==> config.mk <==
export PLATFORM = sky130hd
export DESIGN_NAME = wrfifo_ctrl
export DESIGN_NICKNAME = d
export VERILOG_FILES = /design/src/sv/wrfifo_pkg.sv /design/src/sv/wrfifo_ctrl.sv
export SDC_FILE = /design/constraint.sdc
export NUM_CORES = 1
export LEC_CHECK = 0
export BUFFER_PORTS_ARGS = -buffer_cell sky130_fd_sc_hd__buf_2
export CORE_AREA = 2 2 39 41
export DETAILED_ROUTE_END_ITERATION = 16
export DIE_AREA = 0 0 41 43
export GPL_TIMING_DRIVEN = 0
export PLACE_DENSITY = 0.68
export SYNTH_ARGS = -nofsm -noshare
export SYNTH_HDL_FRONTEND = slang
export SYNTH_SLANG_ARGS = --single-unit
==> constraint.sdc <==
create_clock -name clk -period 2.6 [get_ports clk]
set_input_delay 0.52 -clock clk [delete_from_list [all_inputs] [get_ports clk]]
set_output_delay 0.52 -clock clk [all_outputs]
set_load 0.02 [all_outputs]
==> src/sv/wrfifo_pkg.sv <==
// Shared types, codes and constants for the word ring FIFO.
package wrfifo_pkg;

  // Parameter defaults
  localparam int DEPTH_DEF     = 1024;
  localparam int BURST_MAX_DEF = 64;
  localparam int SIZE_RESET    = 1024;

  // Field widths
  localparam int CMD_W   = 3;
  localparam int WORD_W  = 32;
  localparam int BLEN_W  = 7;
  localparam int IDX_W   = 10;
  localparam int CFG_W   = 11;
  localparam int LEVEL_W = 11;

  // Operation codes
  typedef enum logic [CMD_W-1:0] {
    CMD_PUSH   = 3'd0,
    CMD_POP    = 3'd1,
    CMD_PEEK   = 3'd2,
    CMD_BPOP   = 3'd3,
    CMD_BPUSH  = 3'd4
  } cmd_e;

  typedef struct packed {
    logic [CMD_W-1:0]  cmd;
    logic [WORD_W-1:0] data;
    logic [BLEN_W-1:0] burst_len;
    logic [IDX_W-1:0]  index;
  } in_item_t;

  typedef struct packed {
    logic [WORD_W-1:0]  data_out;
    logic               ok;
    logic               last;
    logic [LEVEL_W-1:0] level;
  } out_item_t;

  // Controller states
  typedef enum logic [2:0] {
    ST_IDLE,
    ST_EXEC,
    ST_MOD,
    ST_PEEK,
    ST_RDWAIT
  } state_e;

  // Result source select
  typedef enum logic [1:0] {
    RES_READ,
    RES_WRITE,
    RES_FLAG
  } res_e;

  // Controller to datapath commands
  typedef struct packed {
    logic latch;
    logic push_step;
    logic bpush_step;
    logic rd_pop;
    logic rd_peek;
    logic beats_burst;
    logic beats_clear;
    logic beats_dec;
    logic mod_start;
    logic out_load;
    res_e res_sel;
    logic flag_ok;
  } dp_cmd_t;

  // Datapath to controller status
  typedef struct packed {
    cmd_e op;
    logic empty;
    logic n_zero;
    logic n_gt_fill;
    logic mod_busy;
    logic beats_zero;
    logic out_free;
  } dp_stat_t;

endpackage

==> src/sv/wrfifo_ctrl.sv <==
// Controller: sequences each accepted item through the datapath.
module wrfifo_ctrl import wrfifo_pkg::*; (
  input  logic     clk,
  input  logic     rst,
  input  logic     in_valid,
  output logic     in_stall,
  input  dp_stat_t stat,
  output dp_cmd_t  ctl
);

  state_e state;
  state_e state_next;

  // State register
  always_ff @(posedge clk) begin
    if (rst) begin
      state <= ST_IDLE;
    end else begin
      state <= state_next;
    end
  end

  // Next state and commands
  always_comb begin
    state_next = state;
    ctl        = '0;
    ctl.res_sel = RES_FLAG;
    in_stall   = (state != ST_IDLE);
    unique case (state)
      ST_IDLE: begin
        if (in_valid) begin
          ctl.latch  = 1'b1;
          state_next = ST_EXEC;
        end
      end
      ST_EXEC: begin
        case (stat.op)
          CMD_PUSH: begin
            if (stat.out_free) begin
              ctl.push_step = 1'b1;
              ctl.out_load  = 1'b1;
              ctl.res_sel   = RES_WRITE;
              state_next    = ST_IDLE;
            end
          end
          CMD_POP: begin
            if (!stat.empty) begin
              ctl.rd_pop      = 1'b1;
              ctl.beats_clear = 1'b1;
              state_next      = ST_RDWAIT;
            end else if (stat.out_free) begin
              ctl.out_load = 1'b1;
              state_next   = ST_IDLE;
            end
          end
          CMD_PEEK: begin
            ctl.mod_start = 1'b1;
            state_next    = ST_MOD;
          end
          CMD_BPOP: begin
            if (!stat.n_zero && !stat.n_gt_fill) begin
              ctl.rd_pop      = 1'b1;
              ctl.beats_burst = 1'b1;
              state_next      = ST_RDWAIT;
            end else if (stat.out_free) begin
              // zero-length burst is accepted, too long a burst refused
              ctl.out_load = 1'b1;
              ctl.flag_ok  = stat.n_zero;
              state_next   = ST_IDLE;
            end
          end
          CMD_BPUSH: begin
            if (stat.out_free) begin
              ctl.bpush_step = 1'b1;
              ctl.out_load   = 1'b1;
              ctl.res_sel    = RES_WRITE;
              state_next     = ST_IDLE;
            end
          end
          default: begin
            // unknown operation: refused, no state change
            if (stat.out_free) begin
              ctl.out_load = 1'b1;
              state_next   = ST_IDLE;
            end
          end
        endcase
      end
      ST_MOD: begin
        if (!stat.mod_busy) begin
          state_next = ST_PEEK;
        end
      end
      ST_PEEK: begin
        ctl.rd_peek     = 1'b1;
        ctl.beats_clear = 1'b1;
        state_next      = ST_RDWAIT;
      end
      ST_RDWAIT: begin
        if (stat.out_free) begin
          ctl.out_load = 1'b1;
          ctl.res_sel  = RES_READ;
          if (!stat.beats_zero) begin
            // overlap the next burst read with this beat
            ctl.rd_pop    = 1'b1;
            ctl.beats_dec = 1'b1;
          end else begin
            state_next = ST_IDLE;
          end
        end
      end
      default: begin
        state_next = ST_IDLE;
      end
    endcase
  end

endmodule

Yosys cells after proc, flatten, opt, wreduce, memory -nomap -nowiden
Index checks and enable logic that the tools add are counted.
{ "totals": {"regBits": 3, "out_inout_bits": 14, "word_cells": 61} }
{ "classes": {"eq_ne": 12, "n_mux": 40, "n_reduce_logical": 8} }
{ "ops": {"columns": ["operator", "n"], "rows": [
  ["$mux 3", 9],
  ["$mux 1", 22],
  ["$pmux 3 s5", 1],
  ["$eq 3x2->1 const B", 4],
  ["$pmux 3 s3", 1],
  ["$ne 2x2->1 const B", 4],
  ["$eq 3x1->1 const B", 2],
  ["$eq 3x3->1 const B", 2],
  ["$logic_not 3->1", 2],
  ["$pmux 1 s2", 3],
  ["$pmux 3 s2", 1],
  ["$mux 2", 2],
  ["$pmux 1 s4", 1],
  ["$reduce_and 4->1", 1],
  ["$reduce_bool 3->1", 1],
  ["$logic_not 1->1", 2],
  ["$reduce_or 2->1", 1],
  ["$logic_and 1x1->1", 1]
]} }

Depth between registers and ports, before layout
Gate-level depths: netlist of run 1.
{ "depth": {"ltp_word": 5, "mapped_depth": 4} }

Worst setup path before layout of run 1
No wires, ideal clock.
{ "synth_path": {"kind": "input-to-output", "start": "input stat[7] in the netlist's numbering", "end": "output ctl[4] in the netlist's numbering", "t_arrival_ps": 1468, "required_time_ps": 2080, "setup_slack_ps": 612, "path_stages": 2, "path_buffers": 0, "path_cell_list": "nor2b_1 > nor4b_1"} }
{ "synth_lines": {"columns": ["item", "line", "source"], "rows": [
  ["from (decl)", "wrfifo_ctrl.sv:7", "input dp_stat_t stat,"],
  ["to (decl)", "wrfifo_ctrl.sv:8", "output dp_cmd_t ctl"]
]} }

==> impl_metrics.json, run 1 <==
{
  "outcome": "finished clean",
  "die_h_um": 43,
  "cts.repair.resized": 0,
  "cts_buffer_depth": 2,
  "overflow": 0,
  "die_w_um": 41,
  "rsz0062_at_grt": "no",
  "ctsHoldBuffers": 0,
  "final_cell_mix": "buf_2, nor2b_1, nor2_1",
  "area_growth_pct": 47.9,
  "regMostFlops": "state",
  "synth_fp_nets": 62,
  "min_period_over_period": 0.779,
  "cts_buffers": 3,
  "synthCells": 50,
  "ant_nets": 0,
  "final_common_cell": "buf_2",
  "p_leak_nw": 0.254,
  "ys_warn_count": 0,
  "cts_setup_buffers": 0,
  "finalHoldViolCount": 0,
  "gp_congestion": 0.754,
  "nNetsFinal": 92,
  "diodes": 0,
  "crit_required_ns": 2.08,
  "p_per_area_mw_per_mm2": 372,
  "hold_class": "in -> reg",
  "antenna_found_initial": 0,
  "grt_max_degree": 11,
  "hpwlAfterDp_um": 850,
  "cts_tree": "built",
  "io_buffers": 25,
  "synth_seq_cells": 3,
  "max-vdd-ir-drop_mv": 0.176,
  "drtIter0Drc": 21,
  "first_global_vias": 400,
  "clock_sinks": 3,
  "worst_pin_slew_ns": 0.264,
  "finalMaxSlewViolations": 0,
  "fin_cells": 95,
  "die-area_mm2": 0.00176,
  "setup_viol": 0,
  "fmax_mhz": 494,
  "dr.pass1.iters": 4,
  "synth_area_um2": 358,
  "drive_above_1_share": 0.392,
  "path_max_fanout": 8,
  "start_util": 0.259,
  "path_class": "reg -> out",
  "h-tree-depth": 1,
  "via_count": 472,
  "largest_reg_flops": 3,
  "layout_min_cycle_time_ns": 2.03,
  "relSlewSlack": 0.824,
  "skew_ns": 0.00118,
  "wirelength_um": 1090,
  "grt_usage": 0.125,
  "ys_top_cells_by_area": "dfxtp_1, nor2b_1, nor2_1, nor4_4, nor3_1",
  "cp-start-kind": "flip-flop",
  "clk_pin_slew_worst_paths_ns": 0.04,
  "arrival_ns": 1.51,
  "reg_top3": "state: 3 flops",
  "num_rows": 14,
  "yosysSeqAreaShare": 0.168,
  "fp.coreArea_mm2": 0.00138,
  "synthDistinctLibCells": 26,
  "dp_cells": 91,
  "synth_flop_cell": "dfxtp_1",
  "synth_edf_count": 0,
  "synthArstFlopShare": 0,
  "ios": 26,
  "yosysTopAreaCellShare": 0.168,
  "drv_cap": 0,
  "setup_tns_ns": 0,
  "detail_route.wl_per_cell_um": 11.4,
  "endpoint_kind": "output port",
  "yosys.area.top_type": "dfxtp_1",
  "clockRootBuffer": "clkbuf_4",
  "drc": 0,
  "grt_pass1_wl_um": 1620,
  "viasPerCell": 4.97,
  "avgSynthCellArea_um2": 7.16,
  "clk_latency_ns": 0.24
}
==> synthesized netlist by cell type (all sizes together) (2+ instances only) <==
cell type  instances
nor2               7
nor2b              7
nor3               4
dfxtp              3
nand2              3
nand2b             3
o21ai              3
and2               2
o31ai              2
==> stage by stage <==
stage	power, mW	instance area (µm²)	hold slack [ns]	util	setup slack (ns)
after floorplan	0.0869	358	0.477	-	0.612
after global placement	0.111	503	0.516	0.363	0.593
after detailed placement	0.112	503	0.521	0.363	0.596
after CTS	0.197	529	0.521	0.382	0.596
after global routing	0.207	529	0.557	0.382	0.495
final	0.197	529	0.526	0.382	0.575
==> final timing paths <==
| kind | from | slack [ns] | to | cells past startpoint |
|---|---|---|---|---|
| setup reg to reg | state[0]$_SDFFE_PP0P_ | 1.47 | state[0]$_SDFFE_PP0P_ | 3 |
| hold reg to reg | state[2]$_SDFFE_PP0P_ | 0.54 | state[1]$_SDFFE_PP0P_ | 1 |
| hold / removal | rst | 0.53 | state[1]$_SDFFE_PP0P_ | 2 |
| setup / recovery | state[0]$_SDFFE_PP0P_ | 0.57 | ctl[11] | 4 |
==> kinds of logic after synthesis <==
| group | share of synthesized area |
|---|---|
| AO/OA/AOI/OAI | 0.213 |
| multiplexers | 0.0280 |
| AND/OR/NAND/NOR | 0.566 |
| flip-flops | 0.168 |
| buffers and inverters | 0.0245 |
==> critical path, cell delays in order, from the launching register on <==
cell and delay [ns]:
dfxtp_1 0.46, nand2b_2 0.18, nor4_4 0.27, nor2b_1 0.19, buf_2 0.18
==> cell type report <==
class	instances	area, µm²
fill	158	855
multi-input combinational	45	289
timing repair buffer	25	125
sequential	3	60.1
clock buffer	4	26.3
tap	16	20.0
buffer	1	5.00
inverter	1	3.75
==> power by group <==
group          total (mW)  internal (mW)  switching, mW
logic              0.0596         0.0235         0.0361
registers          0.0523         0.0484        0.00393
clock network      0.0849         0.0577         0.0272
total               0.197          0.130         0.0672
==> per-layer routing <==
layer	wire length [µm]	track usage	vias up	share of wire
li1	-	-	246	-
met1	470	0.169	210	0.43
met2	544	0.206	16	0.50
met3	70	0.0314	0	0.065
met4	0	0	0	0
met5	0	0	-	0
Power figures use the tool's default switching activity.
==> inputs of run 2 (changes only) <==
==> constraint.sdc (replaced) <==
create_clock -name clk -period 1.9 [get_ports clk]
set_input_delay 0.38 -clock clk [delete_from_list [all_inputs] [get_ports clk]]
set_output_delay 0.38 -clock clk [all_outputs]
set_load 0.02 [all_outputs]
==> impl_metrics.json, run 2 (synthesized netlist as in run 1, its figures left out) <==
{
  "outcome": "finished clean",
  "finalMaxSlewViolations": 0,
  "rsz0062_at_grt": "no",
  "detail_route.wl_per_cell_um": 11.5,
  "via_count": 475,
  "overflow": 0,
  "min_period_over_period": 0.953,
  "clock_sinks": 3,
  "final_common_cell": "buf_2",
  "clk_pin_slew_worst_paths_ns": 0.04,
  "die_w_um": 41,
  "io_buffers": 25,
  "clockRootBuffer": "clkbuf_4",
  "layout_min_cycle_time_ns": 1.81,
  "cts_buffer_depth": 2,
  "regMostFlops": "state",
  "endpoint_kind": "output port",
  "max-vdd-ir-drop_mv": 0.246,
  "start_util": 0.259,
  "path_depth": 4,
  "skew_ns": 0.00336,
  "h-tree-depth": 1,
  "antenna_found_initial": 0,
  "crit_family": "flip-flops",
  "dr.pass1.iters": 4,
  "grt_usage": 0.125,
  "cp-startpoint": "state[2]$_SDFFE_PP0P_",
  "largest_reg_flops": 3,
  "drc": 0,
  "finalHoldViolCount": 0,
  "ios": 26,
  "cts_buffers": 3,
  "grt_max_degree": 11,
  "r2r_start": "state[1]$_SDFFE_PP0P_",
  "drtIter0Drc": 11,
  "diodes": 0,
  "gp_congestion": 0.754,
  "path_max_fanout": 7,
  "holdWs_ns": 0.375,
  "first_global_vias": 400,
  "ant_nets": 0,
  "reg_top3": "state: 3 flops",
  "p_per_area_mw_per_mm2": 509,
  "setup_tns_ns": 0,
  "cp-endpoint": "ctl[9]",
  "hold_class": "in -> reg",
  "area_growth_pct": 50.3,
  "drive_above_1_share": 0.418,
  "cts_tree": "built",
  "nNetsFinal": 92,
  "critical_path_buf_inv_count": 1,
  "hpwlAfterDp_um": 850,
  "crit_required_ns": 1.52,
  "fp.coreArea_mm2": 0.00138,
  "r2r_slack_ns": 0.78,
  "num_rows": 14,
  "setup_viol": 0,
  "worstPathCellList": "nor2b_1 > nand2_1 > o32ai_1 > buf_2",
  "slowest_stage": "dfxtp_1",
  "cp-start-kind": "flip-flop",
  "wirelength_um": 1100,
  "final_cell_mix": "buf_2, nor2_1, nor2b_1",
  "critical_path.max_stage_delay_ns": 0.43,
  "die_h_um": 43,
  "arrival_ns": 1.43,
  "fmax_mhz": 552,
  "ctsHoldBuffers": 0,
  "die-area_mm2": 0.00176,
  "reg2reg_to": "state[2]$_SDFFE_PP0P_",
  "viasPerCell": 5.00,
  "relSlewSlack": 0.834,
  "worst_pin_slew_ns": 0.248,
  "ff2ff_path_depth": 4,
  "p_leak_nw": 0.256,
  "drv_cap": 0,
  "path_class": "reg -> out",
  "grt_pass1_wl_um": 1620,
  "clk_latency_ns": 0.24,
  "min_path_cells": 2,
  "nFillCells": 159
}
[run 2: cell types whose count changed in the layout (fill, tap and decap cells not counted)]
cell	change
dfxtp_2	+1
nor2b_1	-1
nor2b_2	+1
nand2b_2	-1
dfxtp_1	-1
nand2b_4	+1
[run 2: how the worst min path moves through the flow]
stage	to	start	slack, ns
floorplan	state[1]$_SDFFE_PP0P_	rst	0.46
global placement	state[1]$_SDFFE_PP0P_	state[2]$_SDFFE_PP0P_	0.52
detailed placement	state[1]$_SDFFE_PP0P_	state[2]$_SDFFE_PP0P_	0.52
CTS	state[1]$_SDFFE_PP0P_	rst	0.38
global route	state[1]$_SDFFE_PP0P_	rst	0.42
finish	state[1]$_SDFFE_PP0P_	rst	0.38
[run 2: timing repair]
action / CTS / global route
setup buffers: 0 / 0
resized for setup: 0 / 3
setup endpoints to repair: 0 / 4
endpoints found under the hold margin: 0 / 0
[run 2: worst register-to-register path: stages (launching register included)]
cell     delay (ns)
dfxtp_1        0.38
buf_2          0.23
nor2_1         0.08
a32oi_1        0.22
o31ai_1        0.10
[run 2: layer usage]
metal | GRT usage | wire, µm | share of wire
met4 | 0 | 0 | 0
met1 | 0.169 | 467 | 0.43
met5 | 0 | 0 | 0
met3 | 0.0314 | 64 | 0.058
met2 | 0.206 | 564 | 0.52
[run 2: power by group]
group	total (mW)	switching, mW	internal, mW
clock	0.118	0.0388	0.0791
sequential	0.0730	0.00629	0.0667
combinational	0.0830	0.0493	0.0338
total	0.274	0.0943	0.180
[run 2: area by class of cell]
class                   instances  area [µm²]  area share
well taps                      16        20.0      0.0372
flip-flops and latches          3        61.3       0.114
plain buffers                   1        5.00     0.00930
inverters                       1        3.75     0.00698
multi-input cells              45         297       0.551
clock buffers                   4        26.3      0.0488
repair buffers                 25         125       0.233
[run 2: per-stage QoR]
step | power (mW) | cells | util | instance area [µm²] | setup WS, ns
after floorplan | 0.119 | 50 | - | 358 | 0.171
after global placement | 0.152 | 91 | 0.363 | 503 | 0.173
after detailed placement | 0.153 | 91 | 0.363 | 503 | 0.176
after CTS | 0.269 | 95 | 0.382 | 529 | 0.0384
after global routing | 0.287 | 95 | 0.389 | 538 | 0.0272
final | 0.274 | 95 | 0.389 | 538 | 0.0895
==> inputs of run 3 (changes only) <==
--- a/config.mk
+++ b/config.mk
@@ -5,7 +5,7 @@
 export SDC_FILE = /design/constraint.sdc
 export NUM_CORES = 1
 export LEC_CHECK = 0
-export BUFFER_PORTS_ARGS = -buffer_cell sky130_fd_sc_hd__buf_2
+export BUFFER_PORTS_ARGS = -buffer_cell sky130_fd_sc_hd__buf_4
 export CORE_AREA = 2 2 39 41
 export DETAILED_ROUTE_END_ITERATION = 16
 export DIE_AREA = 0 0 41 43
==> impl_metrics.json, run 3 (synthesized netlist as in run 1, its figures left out) <==
{
  "grt_max_degree": 11,
  "critical_path.max_stage_delay_ns": 0.35,
  "drive_above_1_share": 0.418,
  "drv_cap": 0,
  "ios": 26,
  "viasPerCell": 4.89,
  "p_leak_nw": 0.266,
  "fp.coreArea_mm2": 0.00138,
  "clockRootBuffer": "clkbuf_4",
  "min_period_over_period": 0.953,
  "finalMaxSlewViolations": 0,
  "ctsHoldBuffers": 0,
  "diodes": 0,
  "cts_tree": "built",
  "grt_pass1_wl_um": 1490,
  "setup_viol": 0,
  "cp-start-kind": "flip-flop",
  "clk_pin_slew_worst_paths_ns": 0.04,
  "num_rows": 14,
  "fin_util": 0.430,
  "post-route-worst-setup-slack_ns": 0.0889,
  "p_per_area_mw_per_mm2": 471,
  "ant_nets": 0,
  "clk_latency_ns": 0.23,
  "crit_required_ns": 1.52,
  "skew_ns": 0.00407,
  "clock_sinks": 3,
  "die_w_um": 41,
  "endpoint_kind": "output port",
  "cts_buffers": 3,
  "path_max_fanout": 7,
  "layout_min_cycle_time_ns": 1.81,
  "slowest_stage": "dfxtp_1",
  "path_class": "reg -> out",
  "first_global_vias": 347,
  "rsz0062_at_grt": "no",
  "start_util": 0.259,
  "gp_congestion": 0.712,
  "grt_usage": 0.119,
  "setup_tns_ns": 0,
  "io_buffers": 25,
  "worstPathCellList": "nand2b_2 > nor4_4 > nor2b_1 > buf_4",
  "die-area_mm2": 0.00176,
  "reg_top3": "state: 3 flops",
  "drc": 0,
  "dp_slack_ns": 0.199,
  "die_h_um": 43,
  "largest_reg_flops": 3,
  "outcome": "finished clean",
  "min_path_cells": 2,
  "ff2ff_path_depth": 2,
  "detail_route.wl_per_cell_um": 10.8,
  "via_count": 465,
  "hpwlAfterDp_um": 807,
  "drtIter0Drc": 6,
  "h-tree-depth": 1,
  "fmax_mhz": 552,
  "dpl_cell_area_um2": 566,
  "final_cell_mix": "buf_4, nor2_1, nor2b_1",
  "cts_buffer_depth": 2,
  "regMostFlops": "state",
  "worst_pin_slew_ns": 0.279,
  "max-vdd-ir-drop_mv": 0.156,
  "relSlewSlack": 0.812,
  "wirelength_um": 1030,
  "finalHoldViolCount": 0,
  "design_area_um2": 596,
  "hold_class": "in -> reg",
  "arrival_ns": 1.43,
  "nNetsFinal": 92,
  "cts_setup_buffers": 0,
  "dr.pass1.iters": 4,
  "overflow": 0,
  "cts.repair.resized": 0,
  "final_common_cell": "buf_4",
  "area_growth_pct": 66.4,
  "antenna_found_initial": 0
}
[run 3: layer usage]
layer  track usage  up-vias  share of wire  routed length [µm]
li1              -      246              -                   -
met1         0.169      212           0.44                 451
met2         0.169        7           0.53                 549
met3             0        0          0.028                  29
met4        0.0800        0              0                   0
met5             0        -              0                   0
[run 3: cell type report]
cell class | count | area, µm²
Sequential cell | 3 | 61.3
Timing Repair Buffer | 25 | 188
Fill cell | 166 | 788
Inverter | 1 | 3.75
Multi-Input combinational cell | 45 | 292
Buffer | 1 | 5.00
Clock buffer | 4 | 26.3
Tap cell | 16 | 20.0
[run 3: stage by stage]
stage | hold WS, ns | total power, mW | instances
after floorplan | 0.457 | 0.119 | 50
after global placement | 0.519 | 0.165 | 91
after detailed placement | 0.531 | 0.166 | 91
after CTS | 0.338 | 0.289 | 95
after global routing | 0.358 | 0.302 | 95
final | 0.353 | 0.281 | 95
[run 3: worst paths after layout]
kind                           endpoint                   from  slack (ns)
hold reg to reg   state[1]$_SDFFE_PP0P_  state[2]$_SDFFE_PP0P_        0.55
setup / recovery                ctl[11]  state[2]$_SDFFE_PP0P_        0.09
setup reg to reg  state[0]$_SDFFE_PP0P_  state[2]$_SDFFE_PP0P_        0.81
hold / removal    state[1]$_SDFFE_PP0P_                    rst        0.35
[run 3: power by group]
part	leakage, nW	switching (mW)	internal, mW
clock network	0.0150	0.0363	0.0789
logic	0.226	0.0490	0.0443
registers	0.0248	0.00539	0.0667
[run 3: critical path, delay by kind of cell (launching register included)]
family,cells,cell delay (ns)
buf+inv,1,0.15
simple gates,3,0.70
flops,1,0.35
